$ cat config.mk
export PLATFORM = sky130hd
export DESIGN_NAME = servo_frame_receiver_slew_top
export DESIGN_NICKNAME = d
export VERILOG_FILES = /design/src/design/sfrs_pkg.sv /design/src/design/servo_frame_receiver_slew_top.sv /design/src/design/sfrs_front.sv /design/src/design/sfrs_queue.sv /design/src/design/sfrs_back.sv
export SDC_FILE = /design/constraint.sdc
export NUM_CORES = 2
export LEC_CHECK = 0
export BUFFER_PORTS_ARGS = -buffer_cell sky130_fd_sc_hd__buf_4
export CORE_MARGIN = 8
export CORE_UTILIZATION = 60
export DETAILED_ROUTE_END_ITERATION = 10
export PLACE_DENSITY_LB_ADDON = 0.15
export SYNTH_ARGS = -nofsm -noshare
export SYNTH_HDL_FRONTEND = slang
export SYNTH_SLANG_ARGS = --single-unit
$ cat constraint.sdc
create_clock -name clk -period 27.9 [get_ports clk]
set_input_delay 1.395 -clock clk [delete_from_list [all_inputs] [get_ports clk]]
set_output_delay 1.395 -clock clk [all_outputs]
set_load 0.02 [all_outputs]
$ cat src/design/sfrs_pkg.sv
// Shared types, constants and helper functions for the servo frame receiver.
// No dependencies; every other design file refers to this package by scoped names.
package sfrs_pkg;

    localparam int CHANNELS      = 6;
    localparam int CH_W          = (CHANNELS > 1) ? $clog2(CHANNELS) : 1;
    localparam int FRAME_LEN     = 3 + 2 * CHANNELS + 1;
    localparam int IDX_W         = $clog2(FRAME_LEN);
    localparam int RANGE_REGS    = 6;
    localparam int CFG_IDX_W     = 3;
    localparam int QDEPTH        = 2;
    localparam int Q_AW          = $clog2(QDEPTH);

    localparam logic [7:0]  HDR0       = 8'hAA;
    localparam logic [7:0]  HDR1       = 8'h55;
    localparam logic [11:0] SAMPLE_MAX = 12'd4095;
    localparam logic [15:0] DEF_MIN    = 16'd1000;
    localparam logic [15:0] DEF_MAX    = 16'd2000;
    localparam logic [15:0] DEF_STEP   = 16'd50;

    localparam logic [CFG_IDX_W-1:0] REG_SLEW = CFG_IDX_W'(RANGE_REGS);

    localparam logic [1:0] REQ_BYTE    = 2'd0;
    localparam logic [1:0] REQ_TICK    = 2'd1;
    localparam logic [1:0] REQ_TIMEOUT = 2'd2;

    localparam logic RES_STATUS = 1'b0;
    localparam logic RES_PULSE  = 1'b1;

    typedef struct packed {
        logic [1:0] req_type;
        logic [7:0] data_byte;
    } req_t;

    typedef struct packed {
        logic        result_kind;
        logic        frame_ok;
        logic [2:0]  channel;
        logic [15:0] pulse_us;
        logic        last;
    } rsp_t;

    typedef enum logic {
        CMD_TICK  = 1'b0,
        CMD_FRAME = 1'b1
    } cmd_kind_t;

    typedef struct packed {
        cmd_kind_t                   kind;
        logic                        ok;
        logic [CHANNELS-1:0][11:0]   sample;
    } cmd_t;

    // x / 4095 for x below 2^28, by folding 4096 = 4095 + 1 twice
    function automatic logic [15:0] div4095(input logic [27:0] x);
        logic [16:0] y;
        logic [12:0] r;
        logic [16:0] q;
        y = {1'b0, x[27:12]} + {5'd0, x[11:0]};
        r = {8'd0, y[16:12]} + {1'b0, y[11:0]};
        q = {1'b0, x[27:12]} + {12'd0, y[16:12]} + {16'd0, (r >= {1'b0, SAMPLE_MAX})};
        return q[15:0];
    endfunction

endpackage

$ cat src/design/servo_frame_receiver_slew_top.sv
// Top level of the servo frame receiver with slew limit: config registers and wiring.
// Depends on sfrs_pkg, sfrs_front, sfrs_queue and sfrs_back.
//
//   channel | direction | handshake             | word
//   req     | in        | req_valid/req_ready   | sfrs_pkg::req_t
//   rsp     | out       | rsp_valid/rsp_ready   | sfrs_pkg::rsp_t
//   cfg     | in        | cfg_valid/cfg_ready   | cfg_index, cfg_data
//
// Received bytes and timeouts are taken one per cycle while the command queue has room.
// A tick passes dispatch, then writes one pulse word per channel into the output register.
// A good frame passes dispatch and a status word, then the map unit's multiply and divide
// by 4095 states for each channel; a bad frame gets dispatch and the status word only.
// Reset is asynchronous; no clearing pass follows it. A stalled rsp holds the back end
// before each status or pulse word, and a full queue holds req.
module servo_frame_receiver_slew_top (
    input  logic                           clk,
    input  logic                           rst_n,
    input  logic                           req_valid,
    output logic                           req_ready,
    input  sfrs_pkg::req_t                 req_data,
    output logic                           rsp_valid,
    input  logic                           rsp_ready,
    output sfrs_pkg::rsp_t                 rsp_data,
    input  logic                           cfg_valid,
    output logic                           cfg_ready,
    input  logic [sfrs_pkg::CFG_IDX_W-1:0] cfg_index,
    input  logic [31:0]                    cfg_data
);

    logic [sfrs_pkg::CHANNELS-1:0][31:0] range_reg, range_next;
    logic [15:0]                         slew_reg, slew_next;
    logic                                cfg_we;
    logic                                push, q_full, q_pop, q_valid;
    sfrs_pkg::cmd_t                      push_cmd, q_cmd;

    assign cfg_ready = 1'b1;
    assign cfg_we    = cfg_valid && cfg_ready;

    always_comb
    begin
        range_next = range_reg;
        slew_next  = slew_reg;
        if (cfg_we)
        begin
            for (int i = 0; i < sfrs_pkg::CHANNELS; i++)
            begin
                if (i < sfrs_pkg::RANGE_REGS && cfg_index == sfrs_pkg::CFG_IDX_W'(i))
                    range_next[i] = cfg_data;
            end
            if (cfg_index == sfrs_pkg::REG_SLEW)
                slew_next = cfg_data[15:0];
        end
    end

    always_ff @(posedge clk or negedge rst_n)
    begin
        if (!rst_n)
        begin
            for (int i = 0; i < sfrs_pkg::CHANNELS; i++)
            begin
                range_reg[i] <= {sfrs_pkg::DEF_MIN, sfrs_pkg::DEF_MAX};
            end
            slew_reg <= sfrs_pkg::DEF_STEP;
        end
        else
        begin
            range_reg <= range_next;
            slew_reg  <= slew_next;
        end
    end

    sfrs_front u_front (
        .clk       (clk),
        .rst_n     (rst_n),
        .req_valid (req_valid),
        .req_ready (req_ready),
        .req_data  (req_data),
        .q_full    (q_full),
        .push      (push),
        .push_cmd  (push_cmd)
    );

    sfrs_queue u_queue (
        .clk      (clk),
        .rst_n    (rst_n),
        .push     (push),
        .push_cmd (push_cmd),
        .full     (q_full),
        .pop      (q_pop),
        .q_valid  (q_valid),
        .q_cmd    (q_cmd)
    );

    sfrs_back u_back (
        .clk       (clk),
        .rst_n     (rst_n),
        .q_valid   (q_valid),
        .q_pop     (q_pop),
        .q_cmd     (q_cmd),
        .ranges    (range_reg),
        .slew_step (slew_reg),
        .rsp_valid (rsp_valid),
        .rsp_ready (rsp_ready),
        .rsp_data  (rsp_data)
    );

endmodule

$ cat src/design/sfrs_front.sv
// Front end: collects received words into frames, checks header and XOR, queues commands.
// Depends on sfrs_pkg.
module sfrs_front (
    input  logic          clk,
    input  logic          rst_n,
    input  logic          req_valid,
    output logic          req_ready,
    input  sfrs_pkg::req_t req_data,
    input  logic          q_full,
    output logic          push,
    output sfrs_pkg::cmd_t push_cmd
);

    logic [sfrs_pkg::IDX_W-1:0]           byte_index_reg, byte_index_next;
    logic [7:0]                           xor_reg, xor_next;
    logic                                 hdr_bad_reg, hdr_bad_next;
    logic [sfrs_pkg::CHANNELS-1:0][15:0]  pend_reg, pend_next;
    logic                                 acc;
    logic [sfrs_pkg::IDX_W-1:0]           k;
    logic [7:0]                           b;

    assign req_ready = !q_full;
    assign acc       = req_valid && req_ready;
    assign b         = req_data.data_byte;
    assign k         = byte_index_reg - sfrs_pkg::IDX_W'(3);

    always_comb
    begin
        byte_index_next = byte_index_reg;
        xor_next        = xor_reg;
        hdr_bad_next    = hdr_bad_reg;
        pend_next       = pend_reg;
        push            = 1'b0;
        push_cmd.kind   = sfrs_pkg::CMD_TICK;
        push_cmd.ok     = 1'b0;
        for (int i = 0; i < sfrs_pkg::CHANNELS; i++)
        begin
            push_cmd.sample[i] = (pend_reg[i] > {4'd0, sfrs_pkg::SAMPLE_MAX}) ?
                                 sfrs_pkg::SAMPLE_MAX : pend_reg[i][11:0];
        end
        if (acc)
        begin
            case (req_data.req_type)
                sfrs_pkg::REQ_TIMEOUT:
                begin
                    byte_index_next = '0;
                    xor_next        = '0;
                    hdr_bad_next    = 1'b0;
                end
                sfrs_pkg::REQ_TICK:
                begin
                    push = 1'b1;
                end
                sfrs_pkg::REQ_BYTE:
                begin
                    if (byte_index_reg == sfrs_pkg::IDX_W'(sfrs_pkg::FRAME_LEN - 1))
                    begin
                        push            = 1'b1;
                        push_cmd.kind   = sfrs_pkg::CMD_FRAME;
                        push_cmd.ok     = !hdr_bad_reg && (xor_reg == b);
                        byte_index_next = '0;
                        xor_next        = '0;
                        hdr_bad_next    = 1'b0;
                    end
                    else
                    begin
                        if (byte_index_reg == sfrs_pkg::IDX_W'(0) && b != sfrs_pkg::HDR0)
                            hdr_bad_next = 1'b1;
                        if (byte_index_reg == sfrs_pkg::IDX_W'(1) && b != sfrs_pkg::HDR1)
                            hdr_bad_next = 1'b1;
                        if (byte_index_reg == sfrs_pkg::IDX_W'(2) &&
                            b != 8'(sfrs_pkg::CHANNELS))
                            hdr_bad_next = 1'b1;
                        if (byte_index_reg >= sfrs_pkg::IDX_W'(3))
                        begin
                            for (int i = 0; i < sfrs_pkg::CHANNELS; i++)
                            begin
                                if (k[sfrs_pkg::IDX_W-1:1] == (sfrs_pkg::IDX_W-1)'(i))
                                begin
                                    if (!k[0])
                                        pend_next[i][15:8] = b;
                                    else
                                        pend_next[i][7:0] = b;
                                end
                            end
                        end
                        xor_next        = xor_reg ^ b;
                        byte_index_next = byte_index_reg + sfrs_pkg::IDX_W'(1);
                    end
                end
                default:
                begin
                    push = 1'b0;
                end
            endcase
        end
    end

    always_ff @(posedge clk or negedge rst_n)
    begin
        if (!rst_n)
        begin
            byte_index_reg <= '0;
            xor_reg        <= '0;
            hdr_bad_reg    <= 1'b0;
        end
        else
        begin
            byte_index_reg <= byte_index_next;
            xor_reg        <= xor_next;
            hdr_bad_reg    <= hdr_bad_next;
        end
    end

    always_ff @(posedge clk)
    begin
        pend_reg <= pend_next;
    end

endmodule

$ cat src/design/sfrs_queue.sv
// Short command queue between front end and back end.
// Depends on sfrs_pkg.
module sfrs_queue (
    input  logic           clk,
    input  logic           rst_n,
    input  logic           push,
    input  sfrs_pkg::cmd_t push_cmd,
    output logic           full,
    input  logic           pop,
    output logic           q_valid,
    output sfrs_pkg::cmd_t q_cmd
);

    sfrs_pkg::cmd_t                 entry_reg [sfrs_pkg::QDEPTH];
    logic [sfrs_pkg::Q_AW-1:0]      wr_ptr_reg, wr_ptr_next;
    logic [sfrs_pkg::Q_AW-1:0]      rd_ptr_reg, rd_ptr_next;
    logic [sfrs_pkg::Q_AW:0]        count_reg, count_next;
    logic                           do_push, do_pop;

    assign full    = (count_reg == (sfrs_pkg::Q_AW + 1)'(sfrs_pkg::QDEPTH));
    assign q_valid = (count_reg != '0);
    assign q_cmd   = entry_reg[rd_ptr_reg];
    assign do_push = push && !full;
    assign do_pop  = pop && q_valid;

    always_comb
    begin
        wr_ptr_next = wr_ptr_reg;
        rd_ptr_next = rd_ptr_reg;
        count_next  = count_reg;
        if (do_push)
            wr_ptr_next = (wr_ptr_reg == sfrs_pkg::Q_AW'(sfrs_pkg::QDEPTH - 1)) ?
                          '0 : wr_ptr_reg + sfrs_pkg::Q_AW'(1);
        if (do_pop)
            rd_ptr_next = (rd_ptr_reg == sfrs_pkg::Q_AW'(sfrs_pkg::QDEPTH - 1)) ?
                          '0 : rd_ptr_reg + sfrs_pkg::Q_AW'(1);
        if (do_push && !do_pop)
            count_next = count_reg + (sfrs_pkg::Q_AW + 1)'(1);
        else if (do_pop && !do_push)
            count_next = count_reg - (sfrs_pkg::Q_AW + 1)'(1);
    end

    always_ff @(posedge clk or negedge rst_n)
    begin
        if (!rst_n)
        begin
            wr_ptr_reg <= '0;
            rd_ptr_reg <= '0;
            count_reg  <= '0;
        end
        else
        begin
            wr_ptr_reg <= wr_ptr_next;
            rd_ptr_reg <= rd_ptr_next;
            count_reg  <= count_next;
        end
    end

    always_ff @(posedge clk)
    begin
        if (do_push)
            entry_reg[wr_ptr_reg] <= push_cmd;
    end

endmodule

$ cat src/design/sfrs_back.sv
// Back end: runs frame and tick commands, maps samples into targets, slews pulses.
// Holds the output register. Depends on sfrs_pkg.
module sfrs_back (
    input  logic                                  clk,
    input  logic                                  rst_n,
    input  logic                                  q_valid,
    output logic                                  q_pop,
    input  sfrs_pkg::cmd_t                        q_cmd,
    input  logic [sfrs_pkg::CHANNELS-1:0][31:0]   ranges,
    input  logic [15:0]                           slew_step,
    output logic                                  rsp_valid,
    input  logic                                  rsp_ready,
    output sfrs_pkg::rsp_t                        rsp_data
);

    typedef enum logic [4:0] {
        S_IDLE   = 5'b00001,
        S_STATUS = 5'b00010,
        S_MUL    = 5'b00100,
        S_DIV    = 5'b01000,
        S_TICK   = 5'b10000
    } state_t;

    state_t                                state_reg, state_next;
    logic [sfrs_pkg::CH_W-1:0]             cnt_reg, cnt_next;
    sfrs_pkg::cmd_t                        cmd_reg, cmd_next;
    logic [sfrs_pkg::CHANNELS-1:0][15:0]   tgt_reg, tgt_next;
    logic [sfrs_pkg::CHANNELS-1:0][15:0]   cur_reg, cur_next;
    logic                                  out_valid_reg, out_valid_next;
    sfrs_pkg::rsp_t                        out_reg, out_next;
    logic [27:0]                           prod_reg, prod_next;
    logic [15:0]                           lo_reg, lo_next;
    logic [15:0]                           hi_reg, hi_next;
    logic                                  rev_reg, rev_next;

    logic                                  out_free;
    logic                                  cnt_last;
    logic [15:0]                           mn, mx, span, q, p;
    logic [15:0]                           cur, tgt, d, cur_new;

    assign out_free  = !out_valid_reg || rsp_ready;
    assign cnt_last  = (cnt_reg == sfrs_pkg::CH_W'(sfrs_pkg::CHANNELS - 1));
    assign rsp_valid = out_valid_reg;
    assign rsp_data  = out_reg;

    assign mn   = ranges[cnt_reg][31:16];
    assign mx   = ranges[cnt_reg][15:0];
    assign span = (mx < mn) ? (mn - mx) : (mx - mn);
    assign q    = sfrs_pkg::div4095(prod_reg);
    assign p    = rev_reg ? (hi_reg - q) : (lo_reg + q);

    assign cur  = cur_reg[cnt_reg];
    assign tgt  = tgt_reg[cnt_reg];

    always_comb
    begin
        cur_new = cur;
        d       = '0;
        if (cur < tgt)
        begin
            d       = ((tgt - cur) > slew_step) ? slew_step : (tgt - cur);
            cur_new = cur + d;
        end
        else if (cur > tgt)
        begin
            d       = ((cur - tgt) > slew_step) ? slew_step : (cur - tgt);
            cur_new = cur - d;
        end
    end

    always_comb
    begin
        state_next     = state_reg;
        cnt_next       = cnt_reg;
        cmd_next       = cmd_reg;
        tgt_next       = tgt_reg;
        cur_next       = cur_reg;
        out_valid_next = out_valid_reg && !rsp_ready;
        out_next       = out_reg;
        prod_next      = prod_reg;
        lo_next        = lo_reg;
        hi_next        = hi_reg;
        rev_next       = rev_reg;
        q_pop          = 1'b0;
        case (state_reg)
            S_IDLE:
            begin
                if (q_valid)
                begin
                    q_pop    = 1'b1;
                    cmd_next = q_cmd;
                    cnt_next = '0;
                    state_next = (q_cmd.kind == sfrs_pkg::CMD_TICK) ? S_TICK : S_STATUS;
                end
            end
            S_STATUS:
            begin
                if (out_free)
                begin
                    out_valid_next       = 1'b1;
                    out_next.result_kind = sfrs_pkg::RES_STATUS;
                    out_next.frame_ok    = cmd_reg.ok;
                    out_next.channel     = '0;
                    out_next.pulse_us    = '0;
                    out_next.last        = 1'b1;
                    state_next = cmd_reg.ok ? S_MUL : S_IDLE;
                end
            end
            S_MUL:
            begin
                rev_next   = (mx < mn);
                lo_next    = (mx < mn) ? mx : mn;
                hi_next    = (mx < mn) ? mn : mx;
                prod_next  = 28'(cmd_reg.sample[cnt_reg]) * 28'(span);
                state_next = S_DIV;
            end
            S_DIV:
            begin
                tgt_next[cnt_reg] = p;
                if (cnt_last)
                    state_next = S_IDLE;
                else
                begin
                    cnt_next   = cnt_reg + sfrs_pkg::CH_W'(1);
                    state_next = S_MUL;
                end
            end
            S_TICK:
            begin
                if (out_free)
                begin
                    cur_next[cnt_reg]    = cur_new;
                    out_valid_next       = 1'b1;
                    out_next.result_kind = sfrs_pkg::RES_PULSE;
                    out_next.frame_ok    = 1'b0;
                    out_next.channel     = 3'(cnt_reg);
                    out_next.pulse_us    = cur_new;
                    out_next.last        = cnt_last;
                    if (cnt_last)
                        state_next = S_IDLE;
                    else
                        cnt_next = cnt_reg + sfrs_pkg::CH_W'(1);
                end
            end
            default:
            begin
                state_next = S_IDLE;
            end
        endcase
    end

    always_ff @(posedge clk or negedge rst_n)
    begin
        if (!rst_n)
        begin
            state_reg     <= S_IDLE;
            cnt_reg       <= '0;
            out_valid_reg <= 1'b0;
            for (int i = 0; i < sfrs_pkg::CHANNELS; i++)
            begin
                tgt_reg[i] <= sfrs_pkg::DEF_MIN;
                cur_reg[i] <= sfrs_pkg::DEF_MIN;
            end
        end
        else
        begin
            state_reg     <= state_next;
            cnt_reg       <= cnt_next;
            out_valid_reg <= out_valid_next;
            tgt_reg       <= tgt_next;
            cur_reg       <= cur_next;
        end
    end

    always_ff @(posedge clk)
    begin
        cmd_reg  <= cmd_next;
        out_reg  <= out_next;
        prod_reg <= prod_next;
        lo_reg   <= lo_next;
        hi_reg   <= hi_next;
        rev_reg  <= rev_next;
    end

endmodule

## Word-level counts from Yosys, hierarchy flattened

Memories as Yosys holds them, arrays and structs flattened.
Index checks and enable logic that the tools add are counted.
W data, S select, Z words.

- Multipliers: 1
- Bitwise gates (word level): 3
- Add/sub/neg operators: 19
- $lt $le $gt $ge: 15
- Multiplexer cells: 66
- Eq/ne operators: 32
- Reduce and logical (&&, ||, !) cells: 54

Operators with widths:

| cell | count |
|---|---|
| $bwmux W96 | 2 |
| $mux W16 | 11 |
| $bmux W16 S3 | 2 |
| $bmux W32 S3 | 1 |
| $gt A16 B12 Y1 const B | 6 |
| $sub A16 B16 Y16 | 6 |
| $mux W12 | 7 |
| $reduce_and A6 Y1 | 12 |
| $demux W16 S3 | 1 |
| $gt A16 B16 Y1 | 3 |
| $mux W22 | 2 |
| $pmux W22 S2 | 1 |
| $bmux W12 S3 | 1 |
| $add A16 B16 Y16 | 2 |
| $lt A16 B16 Y1 | 2 |
| $mux W32 | 1 |
| $mul A12 B16 Y28 | 1 |
| $mux W5 | 5 |
| $pmux W5 S5 | 1 |
| $reduce_and A2 Y1 | 10 |
| $eq A3 B3 Y1 const B | 6 |
| $add A16 B12 Y17 | 1 |
| $add A16 B1 Y16 | 1 |
| $add A16 B5 Y16 | 1 |
| 52 further kinds | 104 |

- Bits of input ports: 50
- Logic and storage cells: 247
- Memories kept: 1
- Output and inout port bits: 25
- Flip-flop bits (word level): 678
- Memory bits (writable): 148

Memory list:

| name | words | bits a word | read ports | clocked after memory_dff | wr ports | line | source |
|---|---|---|---|---|---|---|---|
| u_queue.entry_reg | 2 | 74 | 1 | 0 | 1 | sfrs_queue.sv:14 | `sfrs_pkg::cmd_t entry_reg [sfrs_pkg::QDEPTH];` |

## Depth between registers and ports, before layout

- Depth after elaboration: 10
- Mapped depth: 46
- Depth with buffers taken out: 46

## By module

A second synthesis with hierarchy kept.

- Cell total of the unflattened synthesis: 4186
- Area, all modules: 47559.4 um^2

Modules (own cells, without submodules):

| module | area an instance (um^2) | instances | seq. area each (um^2) | cells each |
|---|---|---|---|---|
| sfrs_back | 29437.0 | 1 | 9805.7 | 3170 |
| servo_frame_receiver_slew_top | 7898.8 | 1 | 5298.8 | 451 |
| sfrs_queue | 5740.5 | 1 | 4544.4 | 249 |
| sfrs_front | 4483.0 | 1 | 3208.1 | 316 |

## Worst setup path after synthesis

OpenSTA, ideal clock, no wires.

- Path type: flip-flop to flip-flop
- From: register u_back.cnt_reg[1] (netlist bit)
- To: register u_back.prod_reg[26] (data pin)
- Setup slack: 18511 ps
- Setup time: 257 ps
- Data required time: 27643 ps
- Stages on the path, launching flop included: 42
- Period minus slack after synthesis: 9389 ps
- Buffers on the path: 5
- Data arrival time: 9132 ps
- Cells stage by stage: dfrtp_1 clkbuf_1 inv_2 nor3_1 buf_2 buf_1 a22oi_1 nand2_1 a221oi_1 inv_1 ha_1 inv_1 fa_1 a21o_1 a21o_1 a21o_1 a21oi_4 o21ai_4 (+6 left out) fa_1 inv_1 fa_1 inv_1 fa_1 fa_1 inv_1 fa_1 ha_1 a21oi_1 o21a_1 a21oi_1 o2111ai_1 a41oi_1 o21a_1 o21a_1 a31o_2 xor2_1

- Longest elaborated chain between the ends: 5
- Elaborated cells between the ends (all ways): 9
- Those cells by class: add/sub (2); mul (1); order compare (1); mux (5)

RTL lines:

| element | line | source |
|---|---|---|
| start, declared | sfrs_back.sv:25 | `logic [sfrs_pkg::CH_W-1:0] cnt_reg, cnt_next;` |
| start signal, assigned | sfrs_back.sv:168 | `cnt_reg <= cnt_next;` |
| $bmux W32 S3 | sfrs_back.sv:46, sfrs_back.sv:47 |  |
| $mux W32 (implied by the code) | sfrs_back.sv:46 | `assign mn = ranges[cnt_reg][31:16];` |
| $sub A16 B16 Y16 / $lt A16 B16 Y1 (equally long branches) | sfrs_back.sv:48 | `assign span = (mx < mn) ? (mn - mx) : (mx - mn);` |
| $mux W16 | sfrs_back.sv:48 |  |
| $mul A12 B16 Y28 * | sfrs_back.sv:114 | `prod_next = 28'(cmd_reg.sample[cnt_reg]) * 28'(span);` |
| end signal, assigned | sfrs_back.sv:179 | `prod_reg <= prod_next;` |
| end, declared | sfrs_back.sv:31 | `logic [27:0] prod_reg, prod_next;` |

Mark *: on every way between the ends. The rest lies on a longest branch, timed or not. The select of a mux whose other input is x is not followed.
A chain may end at the register's enable or synchronous reset.

## Worst setup path in the final report

- From: register u_back.cnt_reg[0] (netlist bit)
- To: register u_back.prod_reg[26] (data pin)

The elaborated chain is that of the path after synthesis.

==> impl_metrics.csv <==
group,metric,value,unit
status,outcome,"complete, no violations",
logic_synthesis,syn_avg_cell_area,11.3,um^2
die,die_y,295,um
logic_synthesis,synth_xor_area_frac,0.0297,
detailed_routing,met3WireLength,6590,um
worst_setup_path,path_class,"reg2reg",
clock_tree,cts_tree,"done",
worst_setup_path,worst-path-max-fanout,78,
clock_tree,htree_levels,3,
clock_tree,cts_buffer_depth,3,
layout,postLayoutCellArea,51300,um^2
logic_synthesis,synth-compound-area-share,0.122,
worst_setup_path,end_kind,"flop",
min_path,worstHoldPathType,"reg2reg",
worst_setup_path,cpMaxStageDelayCell,"dfrtp_1",
timing,fin_crit,11790,ps
clock_tree,worstSkewPairLatency,660,ps
timing,fin_crit_sh,0.423,
timing,worst_pin_slew,1240,ps
global_routing,grt_pass1_wl,180000,um
logic_synthesis,synthArstFlopShare,0.516,
detailed_routing,ant_nets,0,
layout,final_common_cell,"nand2_1",
logic_synthesis,synthesis.area,46800,um^2
clock_tree,cts_sinks,826,
layout,area_growth,9.57,%
clock_tree,cts_hold_buf,0,
logic_synthesis,synth_seq_area_share,0.489,
clock_tree,cts_resized,0,
worst_setup_path,arrival,12200,ps
logic_synthesis,yosys.area_share.simple,0.0998,
logic_synthesis,synth_cell_types,85,
global_routing,grt_remaining_overflow,0,
global_routing,antenna_found_initial,4,
die,dieWidth,295,um
global_routing,track_usage,0.262,
detailed_routing,via_count,31645,
timing,fin_tns_setup,0,ps
layout,largest_reg_flops,192,
worst_setup_path,cp-start-kind,"flop",
detailed_routing,drt_iter0_drc,2678,
detailed_routing,dr.pass1.iters,6,
logic_synthesis,synth_warnings,0,
layout,fin_nets,4616,
logic_synthesis,ys.flop_type,"edfxtp_1",
timing,setup_viol,0,
die,row_count,102,
place,io_buffers,73,
worst_setup_path,crit_required,28310,ps
detailed_routing,vias_per_cell,5.99,
clock_tree,cts_root_buffer,"clkbuf_16",
logic_synthesis,synth_edf_count,400,
layout,drive_above_1_share,0.188,
logic_synthesis,synth_cells,4139,
layout,multiInputGateArea,22100,um^2
detailed_routing,routedWlPerCell,21.5,um
timing,finalMaxSlewViolations,0,
timing,hold_viol_final,0,
global_routing,grt_max_degree,137,
detailed_routing,finalWirelength,114000,um
layout,fillers,5957,
detailed_routing,dr_wl_met2,53500,um
place,gp_congestion,0.911,
logic_synthesis,synth_nets,4588,
detailed_routing,drc,0,
clock_tree,clk_pin_slew,70,ps
detailed_routing,top_layer,"met5",
place,dp_hpwl,80100,um
global_routing,grt_pass1_vias,31507,
die,start_util,0.605,
die,ios,75,
worst_setup_path,critPathMaxStageDelay,940,ps
run,drv_cap,0,
layout,mostFrequentLayoutCells,"nand2_1, edfxtp_1, mux2_2",
timing,rsz0062_at_grt,"no",
worst_setup_path,cp_common_cell,"fa_1",
detailed_routing,drt-met1-wl,50300,um
timing,fmax,0.0848,GHz
logic_synthesis,ys_ff_latch,826,
clock_tree,numCtsBuffers,87,
logic_synthesis,synth_fa_ha_area_frac,0.131,
place,post_dp_cell_area,48400,um^2
logic_synthesis,synth_mux_area_frac,0.0872,
layout,regArea,22900,um^2
timing,skew,38.8,ps
timing,slew-limit-headroom,0.171,
clock_tree,post_cts_buffers,0,
logic_synthesis,synth_top_family_by_area,"adder cells",
die,die_area,87200,um^2
die,coreArea,77300,um^2
==> layer usage <==
layer | up-vias | track usage
met1 | 15801 | 0.367
li1 | 14669 | -
met4 | 4 | 0.0780
met3 | 207 | 0.0375
met2 | 964 | 0.425
met5 | - | 0
==> cell usage after synthesis (6+ instances only) <==
cell type    n  area share
a221oi_1    60       0.011
o21ai_0    251       0.027
nor2b_1     31      0.0041
a21oi_2      6      0.0011
a22oi_1    140       0.022
a21o_1      69       0.011
ha_1       247       0.066
clkbuf_1   131       0.011
a211oi_1    12      0.0019
a2111oi_0    6      0.0011
fa_1       152       0.065
o21a_1      15      0.0024
nor3_1      42      0.0045
nand2b_1    96       0.013
o21ai_1     17      0.0018
nand3_1     46      0.0049
nor3b_1     12      0.0019
inv_1      310       0.025
nand2_1    444       0.036
o22a_1       8      0.0015
dfrtp_1    278        0.15
o2111ai_1    7      0.0013
nor4_1      13      0.0017
xnor2_1     87       0.016
and3_1      14      0.0019
dfstp_2    148       0.083
xor2_1      68       0.013
o211ai_1    14      0.0022
or3_1       13      0.0017
edfxtp_1   400        0.26
and2_1      47      0.0063
o22ai_1      8      0.0011
nor2_1     206       0.017
o21bai_1    23      0.0037
o31ai_1      6     0.00096
mux2i_1     42      0.0090
a21oi_1    172       0.018
buf_1       19      0.0015
mux2_2     323       0.078
nand4_1     24      0.0032
o221ai_1     7      0.0013
a31oi_1     14      0.0019
buf_2       36      0.0039
==> cell families (layout without fill, tap and decap cells) <==
kind of cell,Yosys count,after routing
AOI/OAI and AO/OA,874,874
xor gates and xnor gates,157,157
adders and majority gates,399,399
buffers and inverters,503,602
DFF,826,826
muxes,366,366
other,1,3
and+or+nand+nor,1013,1013
==> final timing paths <==
kind	startpoint	to	slack, ps	cells after the start
worst max-delay path	u_back.cnt_reg[0]	u_back.prod_reg[26]	16110	37
worst min-delay path	u_back.cur_reg[73]	u_back.cur_reg[73]	470	2
worst max register to register	u_back.cnt_reg[0]	u_back.prod_reg[26]	16110	37
worst min register to register	u_back.cur_reg[73]	u_back.cur_reg[73]	470	2
max in group asynchronous	rst_n	range_reg[129]	24670	3
min in group asynchronous	rst_n	u_back.cur_reg[46]	830	1
==> critical path: cells and delay by family, from the launching register on <==
| kind | cells | cell delay, ps |
|---|---|---|
| buffers and inverters | 7 | 1950 |
| flip-flops | 1 | 940 |
| XOR/XNOR | 2 | 900 |
| AO/OA/AOI/OAI | 16 | 3250 |
| adder cells (fa/ha/maj) | 8 | 3570 |
| multiplexers | 1 | 290 |
| AND/OR/NAND/NOR | 3 | 520 |
==> per-stage QoR <==
step,std cells,setup slack [ps],hold slack (ps),utilization
after floorplan,4139,18510,445,-
after global placement,5118,16510,454,0.626
after detailed placement,5118,16290,465,0.626
after CTS,5278,16240,473,0.663
after global routing,5278,15340,488,0.663
final,5280,16110,470,0.663
==> final cells by class <==
type                       instances  area share
antenna                            2   0.0000976
clock buffer                     127      0.0500
clock inverter                    33     0.00581
inverter                         311      0.0228
multi-input combinational       2810       0.431
sequential                       826       0.446
tap                             1040      0.0254
timing repair buffer             131      0.0193
Power is not shown: default switching activity piles up to over one toggle a cycle in this logic, so the estimate is an artifact.
